[src/hw/rtl/slwe_pkg.sv]
// ----------------------------------------------------------------------------
// slwe_pkg
// Shared types and codes of the string load word executor.
// ----------------------------------------------------------------------------
package slwe_pkg;

	localparam int unsigned NumRegs = 32;
	localparam int unsigned RegAddrW = $clog2(NumRegs);
	localparam logic [31:0] ReturnWord = 32'h4E80_0020;
	localparam logic [5:0] PrimLswi = 6'd31;
	localparam logic [9:0] ExtLswi = 10'd597;
	localparam logic [5:0] MaxStringBytes = 6'd32;
	localparam logic [31:0] BudgetReset = 32'd1024;

	typedef enum logic [2:0] {
		OP_START = 3'd0,
		OP_FETCH = 3'd1,
		OP_BYTE  = 3'd2,
		OP_WRITE = 3'd3,
		OP_READ  = 3'd4
	} op_t;

	typedef enum logic [1:0] {
		KIND_FETCH = 2'd0,
		KIND_DATA  = 2'd1,
		KIND_EXIT  = 2'd2,
		KIND_READ  = 2'd3
	} kind_t;

	typedef enum logic [2:0] {
		RSN_DONE   = 3'd0,
		RSN_UNSUP  = 3'd1,
		RSN_FAULT  = 3'd2,
		RSN_BUDGET = 3'd3,
		RSN_ENTRY  = 3'd4
	} reason_t;

	typedef enum logic [2:0] {
		CFG_ENTRY  = 3'd0,
		CFG_END    = 3'd1,
		CFG_BUDGET = 3'd2,
		CFG_VALID  = 3'd3
	} cfg_idx_t;

	typedef struct packed {
		logic [2:0]          op;
		logic [31:0]         instruction_word;
		logic                access_ok;
		logic [7:0]          data_byte;
		logic [4:0]          reg_index;
		logic [63:0]         write_value;
		logic [RegAddrW-1:0] rf_addr;
	} item_t;

	typedef struct packed {
		logic [1:0]  kind;
		logic [31:0] address;
		logic [5:0]  req_bytes;
		logic [2:0]  stop_code;
		logic [31:0] run_pc;
		logic [31:0] last_instruction;
		logic [31:0] executed_count;
		logic [63:0] read_value;
	} result_t;

endpackage

[src/hw/rtl/slwe_front.sv]
// ----------------------------------------------------------------------------
// slwe_front
// Input queue: takes items, derives the register file read address.
// ----------------------------------------------------------------------------
module slwe_front (
	input  logic                clk,
	input  logic                arst_n,
	input  logic                push,
	output logic                full,
	input  logic [2:0]          op,
	input  logic [31:0]         instruction_word,
	input  logic                access_ok,
	input  logic [7:0]          data_byte,
	input  logic [4:0]          reg_index,
	input  logic [63:0]         write_value,
	output logic                q_valid,
	output slwe_pkg::item_t     q_item,
	input  logic                q_take
);
	import slwe_pkg::*;

	item_t       ent_q [2];
	logic        wr_ptr_q;
	logic        rd_ptr_q;
	logic [1:0]  cnt_q;
	item_t       new_item;
	logic        do_push;

	always_comb begin
		new_item.op = op;
		new_item.instruction_word = instruction_word;
		new_item.access_ok = access_ok;
		new_item.data_byte = data_byte;
		new_item.reg_index = reg_index;
		new_item.write_value = write_value;
		// register reads: op read uses reg_index, fetch uses the RA field
		if (op == OP_READ) begin
			new_item.rf_addr = reg_index;
		end else begin
			new_item.rf_addr = instruction_word[20:16];
		end
	end

	assign full = cnt_q == 2'd2;
	assign do_push = push && !full;
	assign q_valid = cnt_q != 2'd0;
	assign q_item = ent_q[rd_ptr_q];

	always_ff @(posedge clk) begin
		if (do_push) begin
			ent_q[wr_ptr_q] <= new_item;
		end
	end

	always_ff @(posedge clk or negedge arst_n) begin
		if (!arst_n) begin
			wr_ptr_q <= 1'b0;
			rd_ptr_q <= 1'b0;
			cnt_q <= 2'd0;
		end else begin
			if (do_push) wr_ptr_q <= !wr_ptr_q;
			if (q_take) rd_ptr_q <= !rd_ptr_q;
			cnt_q <= cnt_q + {1'b0, do_push} - {1'b0, q_take};
		end
	end

endmodule

[src/hw/rtl/slwe_resq.sv]
// ----------------------------------------------------------------------------
// slwe_resq
// Two-entry result queue toward the consumer.
// ----------------------------------------------------------------------------
module slwe_resq (
	input  logic              clk,
	input  logic              arst_n,
	input  logic              wr_en,
	input  slwe_pkg::result_t wr_res,
	output logic              rq_full,
	output logic              empty,
	input  logic              pop,
	output slwe_pkg::result_t rd_res
);
	import slwe_pkg::*;

	result_t    ent_q [2];
	logic       wr_ptr_q;
	logic       rd_ptr_q;
	logic [1:0] cnt_q;
	logic       do_pop;

	assign rq_full = cnt_q == 2'd2;
	assign empty = cnt_q == 2'd0;
	assign do_pop = pop && !empty;
	assign rd_res = ent_q[rd_ptr_q];

	always_ff @(posedge clk) begin
		if (wr_en) begin
			ent_q[wr_ptr_q] <= wr_res;
		end
	end

	always_ff @(posedge clk or negedge arst_n) begin
		if (!arst_n) begin
			wr_ptr_q <= 1'b0;
			rd_ptr_q <= 1'b0;
			cnt_q <= 2'd0;
		end else begin
			if (wr_en) wr_ptr_q <= !wr_ptr_q;
			if (do_pop) rd_ptr_q <= !rd_ptr_q;
			cnt_q <= cnt_q + {1'b0, wr_en} - {1'b0, do_pop};
		end
	end

endmodule

[src/hw/rtl/slwe_back.sv]
// ----------------------------------------------------------------------------
// slwe_back
// Execution part: register file, sequencer state and result forming.
// ----------------------------------------------------------------------------
module slwe_back (
	input  logic              clk,
	input  logic              arst_n,
	input  logic              cfg_we,
	input  logic [2:0]        cfg_index,
	input  logic [31:0]       cfg_data,
	input  logic              q_valid,
	input  slwe_pkg::item_t   q_item,
	output logic              q_take,
	input  logic              rq_full,
	output logic              res_push,
	output slwe_pkg::result_t res
);
	import slwe_pkg::*;

	typedef enum logic [2:0] {
		PH_IDLE   = 3'b001,
		PH_FETCH  = 3'b010,
		PH_STRING = 3'b100
	} phase_t;

	logic [31:0] entry_q, end_q, budget_q;
	logic        evalid_q;

	logic [63:0]         mem_q [NumRegs];
	logic [NumRegs-1:0]  rvalid_q;

	logic        valid_s1;
	item_t       item_s1;
	logic [63:0] rdata_s1;

	phase_t      phase_q, phase_d;
	logic [31:0] pc_q, pc_d;
	logic [31:0] cnt_q, cnt_d;
	logic [31:0] cur_q, cur_d;
	logic [4:0]  tgt_q, tgt_d;
	logic [5:0]  len_q, len_d;
	logic [4:0]  bpos_q, bpos_d;
	logic [31:0] acc_q, acc_d;

	logic          fire;
	logic          emit;
	result_t       r;
	logic          we;
	logic [4:0]    waddr;
	logic [63:0]   wdata;
	logic [31:0]   w;
	logic [31:0]   acc_n;
	logic [1:0]    k;
	logic          last;
	logic [31:0]   pc_try;
	logic          try_go;
	logic [31:0]   pc_adv;
	logic [4:0]    nb;

	assign fire = valid_s1 && !rq_full;
	assign q_take = q_valid && (!valid_s1 || fire);

	always_ff @(posedge clk or negedge arst_n) begin
		if (!arst_n) begin
			entry_q <= '0;
			end_q <= '0;
			budget_q <= BudgetReset;
			evalid_q <= 1'b0;
		end else if (cfg_we) begin
			unique case (cfg_index)
				CFG_ENTRY:  entry_q <= cfg_data;
				CFG_END:    end_q <= cfg_data;
				CFG_BUDGET: budget_q <= cfg_data;
				CFG_VALID:  evalid_q <= cfg_data[0];
				default: ;
			endcase
		end
	end

	// register file with registered read and write forwarding
	always_ff @(posedge clk) begin
		if (we) begin
			mem_q[waddr] <= wdata;
		end
		if (q_take) begin
			item_s1 <= q_item;
			if (we && waddr == q_item.rf_addr) begin
				rdata_s1 <= wdata;
			end else if (rvalid_q[q_item.rf_addr]) begin
				rdata_s1 <= mem_q[q_item.rf_addr];
			end else begin
				rdata_s1 <= '0;
			end
		end
	end

	always_ff @(posedge clk or negedge arst_n) begin
		if (!arst_n) begin
			rvalid_q <= '0;
			valid_s1 <= 1'b0;
			phase_q <= PH_IDLE;
			pc_q <= '0;
			cnt_q <= '0;
			cur_q <= '0;
			tgt_q <= '0;
			len_q <= '0;
			bpos_q <= '0;
			acc_q <= '0;
		end else begin
			if (we) rvalid_q[waddr] <= 1'b1;
			if (q_take) valid_s1 <= 1'b1;
			else if (fire) valid_s1 <= 1'b0;
			if (fire) begin
				phase_q <= phase_d;
				pc_q <= pc_d;
				cnt_q <= cnt_d;
				cur_q <= cur_d;
				tgt_q <= tgt_d;
				len_q <= len_d;
				bpos_q <= bpos_d;
				acc_q <= acc_d;
			end
		end
	end

	always_comb begin
		w = item_s1.instruction_word;
		k = bpos_q[1:0];
		last = ({1'b0, bpos_q} + 6'd1) >= len_q;
		acc_n = {acc_q[23:0], item_s1.data_byte};
		pc_adv = pc_q + 32'd4;
		nb = w[15:11];
		phase_d = phase_q;
		pc_d = pc_q;
		cnt_d = cnt_q;
		cur_d = cur_q;
		tgt_d = tgt_q;
		len_d = len_q;
		bpos_d = bpos_q;
		acc_d = acc_q;
		emit = 1'b0;
		we = 1'b0;
		waddr = item_s1.reg_index;
		wdata = item_s1.write_value;
		pc_try = pc_q;
		try_go = 1'b0;
		r = '0;
		unique case (item_s1.op)
			OP_START: begin
				cnt_d = '0;
				cur_d = '0;
				pc_d = entry_q;
				emit = 1'b1;
				r.kind = KIND_EXIT;
				r.run_pc = entry_q;
				if (budget_q == '0) begin
					r.stop_code = RSN_BUDGET;
					phase_d = PH_IDLE;
				end else if (!evalid_q) begin
					r.stop_code = RSN_ENTRY;
					phase_d = PH_IDLE;
				end else begin
					pc_try = entry_q;
					try_go = 1'b1;
				end
			end
			OP_FETCH: begin
				if (phase_q == PH_FETCH) begin
					emit = 1'b1;
					r.kind = KIND_EXIT;
					r.run_pc = pc_q;
					r.last_instruction = cur_q;
					r.executed_count = cnt_q;
					phase_d = PH_IDLE;
					if (!item_s1.access_ok) begin
						r.stop_code = RSN_FAULT;
					end else begin
						cur_d = w;
						cnt_d = cnt_q + 32'd1;
						r.last_instruction = w;
						r.executed_count = cnt_d;
						if (w == ReturnWord) begin
							r.stop_code = RSN_DONE;
						end else if (w[31:26] != PrimLswi || w[10:1] != ExtLswi) begin
							r.stop_code = RSN_UNSUP;
						end else begin
							tgt_d = w[25:21];
							len_d = (nb == '0) ? MaxStringBytes : {1'b0, nb};
							bpos_d = '0;
							acc_d = '0;
							phase_d = PH_STRING;
							r.kind = KIND_DATA;
							r.address = (w[20:16] == '0) ? 32'd0 : rdata_s1[31:0];
							r.req_bytes = len_d;
						end
					end
				end
			end
			OP_BYTE: begin
				if (phase_q == PH_STRING) begin
					if (bpos_q == '0 && !item_s1.access_ok) begin
						emit = 1'b1;
						r.kind = KIND_EXIT;
						r.stop_code = RSN_FAULT;
						r.run_pc = pc_q;
						r.last_instruction = cur_q;
						r.executed_count = cnt_q;
						phase_d = PH_IDLE;
					end else begin
						acc_d = acc_n;
						if (k == 2'd3 || last) begin
							we = 1'b1;
							waddr = tgt_q + {2'b00, bpos_q[4:2]};
							wdata = {32'd0, acc_n << {~k, 3'b000}};
							acc_d = '0;
						end
						if (last) begin
							pc_d = pc_adv;
							if (cnt_q >= budget_q) begin
								emit = 1'b1;
								r.kind = KIND_EXIT;
								r.stop_code = RSN_BUDGET;
								r.run_pc = pc_adv;
								r.last_instruction = cur_q;
								r.executed_count = cnt_q;
								phase_d = PH_IDLE;
							end else begin
								pc_try = pc_adv;
								try_go = 1'b1;
							end
						end else begin
							bpos_d = bpos_q + 5'd1;
						end
					end
				end
			end
			OP_WRITE: begin
				we = 1'b1;
			end
			OP_READ: begin
				emit = 1'b1;
				r.kind = KIND_READ;
				r.read_value = rdata_s1;
			end
			default: ;
		endcase
		if (try_go) begin
			emit = 1'b1;
			r.run_pc = pc_try;
			r.last_instruction = cur_d;
			r.executed_count = cnt_d;
			if (pc_try < entry_q || pc_try > end_q) begin
				r.kind = KIND_EXIT;
				r.stop_code = RSN_FAULT;
				phase_d = PH_IDLE;
			end else begin
				r.kind = KIND_FETCH;
				r.stop_code = RSN_DONE;
				r.address = pc_try;
				phase_d = PH_FETCH;
			end
		end
		we = we && fire;
	end

	assign res_push = fire && emit;
	assign res = r;

`ifndef SYNTH
	a_phase_onehot: assert property (@(posedge clk) disable iff (!arst_n)
		$onehot(phase_q)) else $error("phase not one-hot");
	a_string_len: assert property (@(posedge clk) disable iff (!arst_n)
		phase_q == PH_STRING |-> len_q != 6'd0) else $error("string without length");
	a_take_fills: assert property (@(posedge clk) disable iff (!arst_n)
		q_take |=> valid_s1) else $error("taken item lost");
	a_no_push_full: assert property (@(posedge clk) disable iff (!arst_n)
		res_push |-> !rq_full) else $error("result pushed into full queue");
`endif

endmodule

[src/hw/rtl/string_load_word_executor_core.sv]
// ----------------------------------------------------------------------------
// string_load_word_executor_core
// Sequencer for load-string-word-immediate guest functions.
//
//  channel   handshake          payload
//  input     push / full        op instruction_word access_ok data_byte
//                               reg_index write_value
//  result    empty / pop        kind address req_bytes stop_code run_pc
//                               last_instruction executed_count read_value
//  config    cfg_we             cfg_index cfg_data
//
// one item per cycle while the result queue has room; an accepted item passes
// the input queue and register file read, then executes into the result queue
// reset clears the control state; the register file reads zero until written
// full rises when the two-entry input queue fills; a full result queue stalls
// execution while the input queue still takes items
// ----------------------------------------------------------------------------
module string_load_word_executor_core (
	input  logic        clk,
	input  logic        arst_n,
	input  logic        cfg_we,
	input  logic [2:0]  cfg_index,
	input  logic [31:0] cfg_data,
	input  logic        push,
	output logic        full,
	input  logic [2:0]  op,
	input  logic [31:0] instruction_word,
	input  logic        access_ok,
	input  logic [7:0]  data_byte,
	input  logic [4:0]  reg_index,
	input  logic [63:0] write_value,
	output logic        empty,
	input  logic        pop,
	output logic [1:0]  kind,
	output logic [31:0] address,
	output logic [5:0]  req_bytes,
	output logic [2:0]  stop_code,
	output logic [31:0] run_pc,
	output logic [31:0] last_instruction,
	output logic [31:0] executed_count,
	output logic [63:0] read_value
);
	import slwe_pkg::*;

	logic    q_valid;
	item_t   q_item;
	logic    q_take;
	logic    rq_full;
	logic    res_push;
	result_t res;
	result_t out_res;

	slwe_front u_front (
		.clk(clk), .arst_n(arst_n), .push(push), .full(full), .op(op),
		.instruction_word(instruction_word), .access_ok(access_ok),
		.data_byte(data_byte), .reg_index(reg_index), .write_value(write_value),
		.q_valid(q_valid), .q_item(q_item), .q_take(q_take)
	);

	slwe_back u_back (
		.clk(clk), .arst_n(arst_n), .cfg_we(cfg_we), .cfg_index(cfg_index),
		.cfg_data(cfg_data), .q_valid(q_valid), .q_item(q_item), .q_take(q_take),
		.rq_full(rq_full), .res_push(res_push), .res(res)
	);

	slwe_resq u_resq (
		.clk(clk), .arst_n(arst_n), .wr_en(res_push), .wr_res(res),
		.rq_full(rq_full), .empty(empty), .pop(pop), .rd_res(out_res)
	);

	assign kind = out_res.kind;
	assign address = out_res.address;
	assign req_bytes = out_res.req_bytes;
	assign stop_code = out_res.stop_code;
	assign run_pc = out_res.run_pc;
	assign last_instruction = out_res.last_instruction;
	assign executed_count = out_res.executed_count;
	assign read_value = out_res.read_value;

endmodule

[config.mk]
export PLATFORM = sky130hd
export DESIGN_NAME = string_load_word_executor_core
export DESIGN_NICKNAME = d
export VERILOG_FILES = /design/src/hw/rtl/slwe_pkg.sv /design/src/hw/rtl/slwe_front.sv /design/src/hw/rtl/slwe_resq.sv /design/src/hw/rtl/slwe_back.sv /design/src/hw/rtl/string_load_word_executor_core.sv
export SDC_FILE = /design/constraint.sdc
export NUM_CORES = 2
export LEC_CHECK = 0
export BUFFER_PORTS_ARGS = -buffer_cell sky130_fd_sc_hd__clkbuf_2
export CAP_MARGIN = 20
export CORE_UTILIZATION = 45
export CTS_CLUSTER_SIZE = 8
export DETAILED_ROUTE_END_ITERATION = 8
export PLACE_DENSITY_LB_ADDON = 0.08
export SLEW_MARGIN = 20
export SYNTH_ARGS = -nofsm -noshare
export SYNTH_HDL_FRONTEND = slang
export SYNTH_SLANG_ARGS = --single-unit
[constraint.sdc]
create_clock -name clk -period 27.4 [get_ports clk]
set_input_delay 4.11 -clock clk [delete_from_list [all_inputs] [get_ports clk]]
set_output_delay 4.11 -clock clk [all_outputs]
set_load 0.005 [all_outputs]
-- Word-level counts from Yosys, hierarchy flattened
Memory sizes are Yosys's and may differ from the RTL's.
Index checks and enable logic that the tools add are counted.
- word-level logic and storage cells: 242
- bits in registers: 454
- memories: 3
- bits of input ports: 153
- RAM bits: 2690
- eq/ne operators: 30
- bitwise gates (word level): 4
- reduce and logical (&&, ||, !) cells: 44
- shifts and indexed selects: 1
- mux-type cells: 117
- add/subtract/negate cells: 9
- magnitude comparators: 7
- memories (name ; words ; width ; rd ports ; clocked after Yosys merged registers in ; wr ports ; RTL line ; RTL):
    u_back.mem_q ; 32 ; 64 ; 1 ; 0 ; 1 ; slwe_back.sv:29 ; logic [63:0] mem_q [NumRegs];
    u_resq.ent_q ; 2 ; 203 ; 1 ; 0 ; 1 ; slwe_resq.sv:17 ; result_t ent_q [2];
    u_front.ent_q ; 2 ; 118 ; 1 ; 0 ; 1 ; slwe_front.sv:22 ; item_t ent_q [2];
- operators by type and width (kind ; number):
    2-to-1 mux 64 bit ; 8
    2-to-1 mux 32 bit ; 15
    2-to-1 mux 99 bit ; 4
    one-hot mux 32 bit (2 select lines) ; 4
    2-to-1 mux 24 bit ; 7
    2-to-1 mux 139 bit ; 1
    one-hot mux 64 bit (2 select lines) ; 1
    2-to-1 mux 40 bit ; 3
    one-hot mux 35 bit (3 select lines) ; 1
    2-to-1 mux 98 bit ; 1
    2-to-1 mux 5 bit ; 12
    one-hot mux 24 bit (2 select lines) ; 1
    2-to-1 mux 3 bit ; 15
    2-to-1 mux 38 bit ; 1
    2-to-1 mux 34 bit ; 1
    adder 32 x 1 -> 32 bit, second input constant ; 1
    adder 32 x 3 -> 32 bit, second input constant ; 1
    equality test 32 x 31 -> 1 bit, second input constant ; 1
    greater-or-equal comparator 32 bit ; 1
    > comparator 32 bit ; 1
    logical NOT 32 bit ; 1
    < comparator 32 bit ; 1
    OR 32 bit ; 1
    << shifter 32 x 5 -> 32 bit ; 1
    other kinds (47) ; 128

-- Longest topological paths before layout
- depth after elaboration: 12
- gate-level depth with buffers: 27
- depth with buffers taken out: 22

-- Hierarchy
From an unflattened synthesis, not the netlist that was laid out.
- cell total of the unflattened synthesis: 6927
- area total of the unflattened synthesis: 129566.8 um2
- modules (own cells, without submodules) (module ; instances ; cells each ; sequential area each (um2) ; area an instance (um2)):
    slwe_back ; 1 ; 5888 ; 73548.0 ; 104754.2
    slwe_resq ; 1 ; 649 ; 12291.8 ; 15509.9
    slwe_front ; 1 ; 390 ; 7186.9 ; 9302.7

-- Worst setup path before layout
No wires, ideal clock.
- kind: reg-to-reg
- start: register u_back.bpos_q[0]
- end: memory u_resq.ent_q[0][0] (netlist bit) (enable)
- setup time: 794 ps
- arrival: 12409 ps
- cell stages (with the launch flop): 17
- path buffers: 4
- path slack: 14197 ps
- required time: 26606 ps
- path through: dfrtp_1 clkbuf_1 clkbuf_1 inv_1 nor2_1 nand2_1 xnor2_1 ha_1 and3_1 a211o_1 buf_2 nand3_1 nor2_1 clkbuf_1 a21oi_1 a31oi_1 nor2b_1
- cells in the longest elaborated chain, start to end: 10
- ends and longest elaborated chain (what ; RTL line ; RTL):
    start, declared ; slwe_back.sv:42 ; logic [4:0] bpos_q, bpos_d;
    start signal, assigned ; slwe_back.sv:120 ; bpos_q <= bpos_d;
    adder 5 x 1 -> 6 bit ; slwe_back.sv:129 ; last = ({1'b0, bpos_q} + 6'd1) >= len_q;
    greater-or-equal comparator 6 bit ; slwe_back.sv:129 ;
    2-to-1 mux 1 bit ; slwe_back.sv:217 ; if (last) begin
    2-to-1 mux 1 bit ; slwe_back.sv:201 ; if (bpos_q == '0 && !item_s1.access_ok) begin
    2-to-1 mux 1 bit ; slwe_back.sv:200 ; if (phase_q == PH_STRING) begin
    one-hot mux 1 bit (3 select lines) or one-hot mux 1 bit (2 select lines) (tied branches) ; slwe_back.sv:148 ; unique case (item_s1.op)
    2-to-1 mux 1 bit * ; slwe_back.sv:247 ; if (try_go) begin
    logical AND 1 bit * ; slwe_back.sv:266 ; assign res_push = fire && emit;
    net res_push ; string_load_word_executor_core.sv:49 ; logic res_push;
    2-to-1 mux 1 bit * ; slwe_resq.sv:29 ; if (wr_en) begin
    2-to-1 mux 1 bit (implied by the code) * ; slwe_resq.sv:30 ; ent_q[wr_ptr_q] <= wr_res;
    end, declared ; slwe_resq.sv:17 ;
The timed path passes the listed nets; every way through them passes the cells marked *.

-- Worst setup path in the final report
- start: register u_resq.rd_ptr_q
- end: output read_value[1]
- cells in the longest elaborated chain, start to end: 1
- ends and longest elaborated chain (what ; RTL line ; RTL):
    start, declared ; slwe_resq.sv:19 ; logic rd_ptr_q;
    start signal, assigned ; slwe_resq.sv:41 ; if (do_pop) rd_ptr_q <= !rd_ptr_q;
    memory read (2 x 203 bit) ; -- ;
    end, declared ; string_load_word_executor_core.sv:41 ; output logic [63:0] read_value
No other way between the ends.

==> out/metrics.cfg <==
[run_status]
run_status=finished, violations left
failed_checks=DRC

[critical_path]
critPathMaxStageDelay_ps=830
ff2ff_path_depth=23
crit_type=flip-flop to primary output
worstReg2RegEnd=u_resq.ent_q[0][182]$_DFFE_PP_
slowest_stage=buf_4
critPathMaxFanout=84
crit_arrival_ps=3840
crit_chain=buf_4, buf_4, mux2_2, clkbuf_2
reg2reg_slack_ps=19810
required_ps=23290
start_kind=flip-flop
crit_top_cell=buf_4
crit_path_end_kind=primary output
r2r_start=u_back.bpos_q[0]$_DFFE_PN0P_

[timing]
relSlewSlack_pct=21.13
hold_violations=0
rsz0062_at_grt=false
fin_crit_sh_pct=29.01
max_freq_mhz=125.8
finalSetupTns_ps=0
fin_crit_ps=7947
setup_viol=0
setup_ws_ps=19450
finalClockSkew_ps=62.16
whs_ps=457.8
worst_pin_slew_ps=1183
final_max_slew_viol_count=0

[die]
start_util_pct=45.29
die_y_um=532.5
num_rows=194
fp.coreArea_um2=279600
die_x_um=532.5
die-area_um2=283600
io_pins=358

[detailed_routing]
wl_met2_um=180400
wl_met3_um=20500
antenna_left=0
wirelength_um=365200
top_layer=met5
drt_iter0_markers=7005
dr.pass1.iters=9
num_vias=68890
met1_length_um=154000
drcViolationCount=50
avgViaCountPerCell=5.998
wl_per_cell_um=31.80

[layout]
drive_gt1_share_pct=25.94
finalNonFillerCells=11490
areaGrowthSynthToFinish_pct=15.01
nets=7857

[clocking]
cts-root-buf=clkbuf_16
clkLatencyLatePin_ps=960
htreeDepth=5
cts.clk_slew.worst_paths_ps=50
cts_hold_buf=0
cts_sinks=3144
cts_buffer_depth=4
cts_setup_buffers=0
cts_buffers=432
cts.repair.resized=0
tritoncts=done

[synthesis]
synth_fp_nets=7281
synth_top_family_by_area=multiplexers
synth_top_cell_area_share_pct=67.98
yosysMostFrequentCell=edfxtp_1
synth_top_cell_by_area=edfxtp_1
yosys.area_share.simple_pct=3.767
ys_top_cells_by_count=edfxtp_1, mux4_2, nand2_1
synth_warnings=0
muxShareOfSynthArea_pct=14.62
ys_top_cells_by_area=edfxtp_1, mux4_2, dfrtp_1
synth_area_um2=126600
ys_seq_elements=3144
synth_cell_types=85
yosysSeqAreaShare_pct=73.46
synth_compound_area_share_pct=5.007
synth-edff-count=2867
ys.flop_type=edfxtp_1
async_reset_ff_share_pct=8.810
yosys.area_share.adder_pct=1.132
synth_cells=7014
synth_area_per_cell_um2=18.06
synth_xor_xnor_area_share_pct=0.2628

[power]
totalPowerFinal_w=0.01587
p_leak_nw=50.24
power.density_nw_per_um2=108.9
vdd_drop_max_mv=0.07458

[place]
gp_congestion=0.8780
place_ws_ps=19970
dp_hpwl_um=210100
dp_cells=10870
portBuffers=357

[global_route]
grt_max_degree=144
grt_overflow=0
grt_first_pass_wirelength_um=519800
grtUsageTotal_pct=25.53
grt_pass1_vias=70200
antenna_found_initial=40

[worst_hold_path]
holdPathStages=1
hold_path.class=flip-flop to flip-flop
min_to=u_back.rvalid_q[2]$_DFFE_PN0P_
hold_path_startpoint=u_back.rvalid_q[2]$_DFFE_PN0P_

[flow_run]
max-cap-violations=0

worst max path at each step:
stage / cells after the start / to / startpoint
2_1_floorplan: 16 / u_resq.ent_q[0][0]$_DFFE_PP_ / u_back.bpos_q[0]$_DFFE_PN0P_
3_3_place_gp: 23 / u_resq.ent_q[0][177]$_DFFE_PP_ / u_back.bpos_q[0]$_DFFE_PN0P_
3_5_place_dp: 22 / u_resq.ent_q[0][177]$_DFFE_PP_ / u_back.bpos_q[0]$_DFFE_PN0P_
4_1_cts: 4 / read_value[1] / u_resq.rd_ptr_q$_DFFE_PN0P_
5_1_grt: 4 / read_value[1] / u_resq.rd_ptr_q$_DFFE_PN0P_
6_report: 4 / read_value[1] / u_resq.rd_ptr_q$_DFFE_PN0P_
layout make-up:
class / instances / area [µm²]
Clock inverter: 25 / 575.6
Timing Repair Buffer: 532 / 3282
Inverter: 159 / 596.8
Sequential cell: 3144 / 93030
Fill cell: 22480 / 134000
Antenna cell: 17 / 42.54
Clock buffer: 563 / 11400
Tap cell: 3724 / 4659
Multi-Input combinational cell: 3321 / 32070
stage by stage:
stage	utilization (%)	cell area (µm²)
floorplan	-	126600
global placement	47.73	133500
detailed placement	47.75	133500
CTS	52.04	145500
global route	52.08	145600
finish	52.09	145700
cell families after synthesis:
kind of cell,after synthesis
muxes,1151
xor gates and xnor gates,38
AOI/OAI and AO/OA,980
and+or+nand+nor,1038
adders and majority gates,114
DFF,3144
buffers and inverters,549
power breakdown:
group,leakage [nW],switching (W),internal (W)
Sequential,29.7,0.000341,0.00640
Clock,5.76,0.00197,0.00286
Combinational,14.7,0.00276,0.00154
Total,50.2,0.00506,0.0108
critical path, delay by kind of cell, from the launching register on:
kind | cells | cell delay [ps]
multiplexers | 1 | 430
flip-flops | 1 | 700
buffers and inverters | 3 | 1600
routing by layer:
metal / GRT usage, % / up-vias
met5: 0 / -
met4: 7.216 / 4
met3: 3.346 / 567
met2: 42.79 / 2467
met1: 35.09 / 36740
li1: - / 29110
placed cells by master, fill, tap and decap left out, types with 96 or more instances in the layout:
cell,count
o22ai_1,111
a21oi_1,182
o21ai_0,275
dfrtp_1,273
mux2_2,358
edfxtp_1,2867
clkbuf_1,125
inv_1,157
mux4_2,520
clkbuf_2,356
ha_1,113
nand2_1,500
a22o_1,125
nor2_1,139
buf_4,158
and3_1,96
mux2i_1,240
clkbuf_16,435
sequential cells by signal, summed over array words and instances (netlist names), 3 cells and up:
name / count
u_back.phase_q: 3
u_back.cur_q: 32
u_back.budget_q: 32
u_back.rdata_s1: 64
u_back.w: 32
u_back.pc_q: 32
u_front.ent_q: 236
u_resq.ent_q: 406
u_back.bpos_q: 5
u_back.rvalid_q: 32
u_back.len_q: 6
u_back.end_q: 32
u_back.acc_q: 24
u_back.cnt_q: 32
u_back.mem_q: 2048
u_back.tgt_q: 5
u_back.entry_q: 32
u_back.acc_n: 8
u_back.item_s1: 73
(Power assumes the default switching activity.)
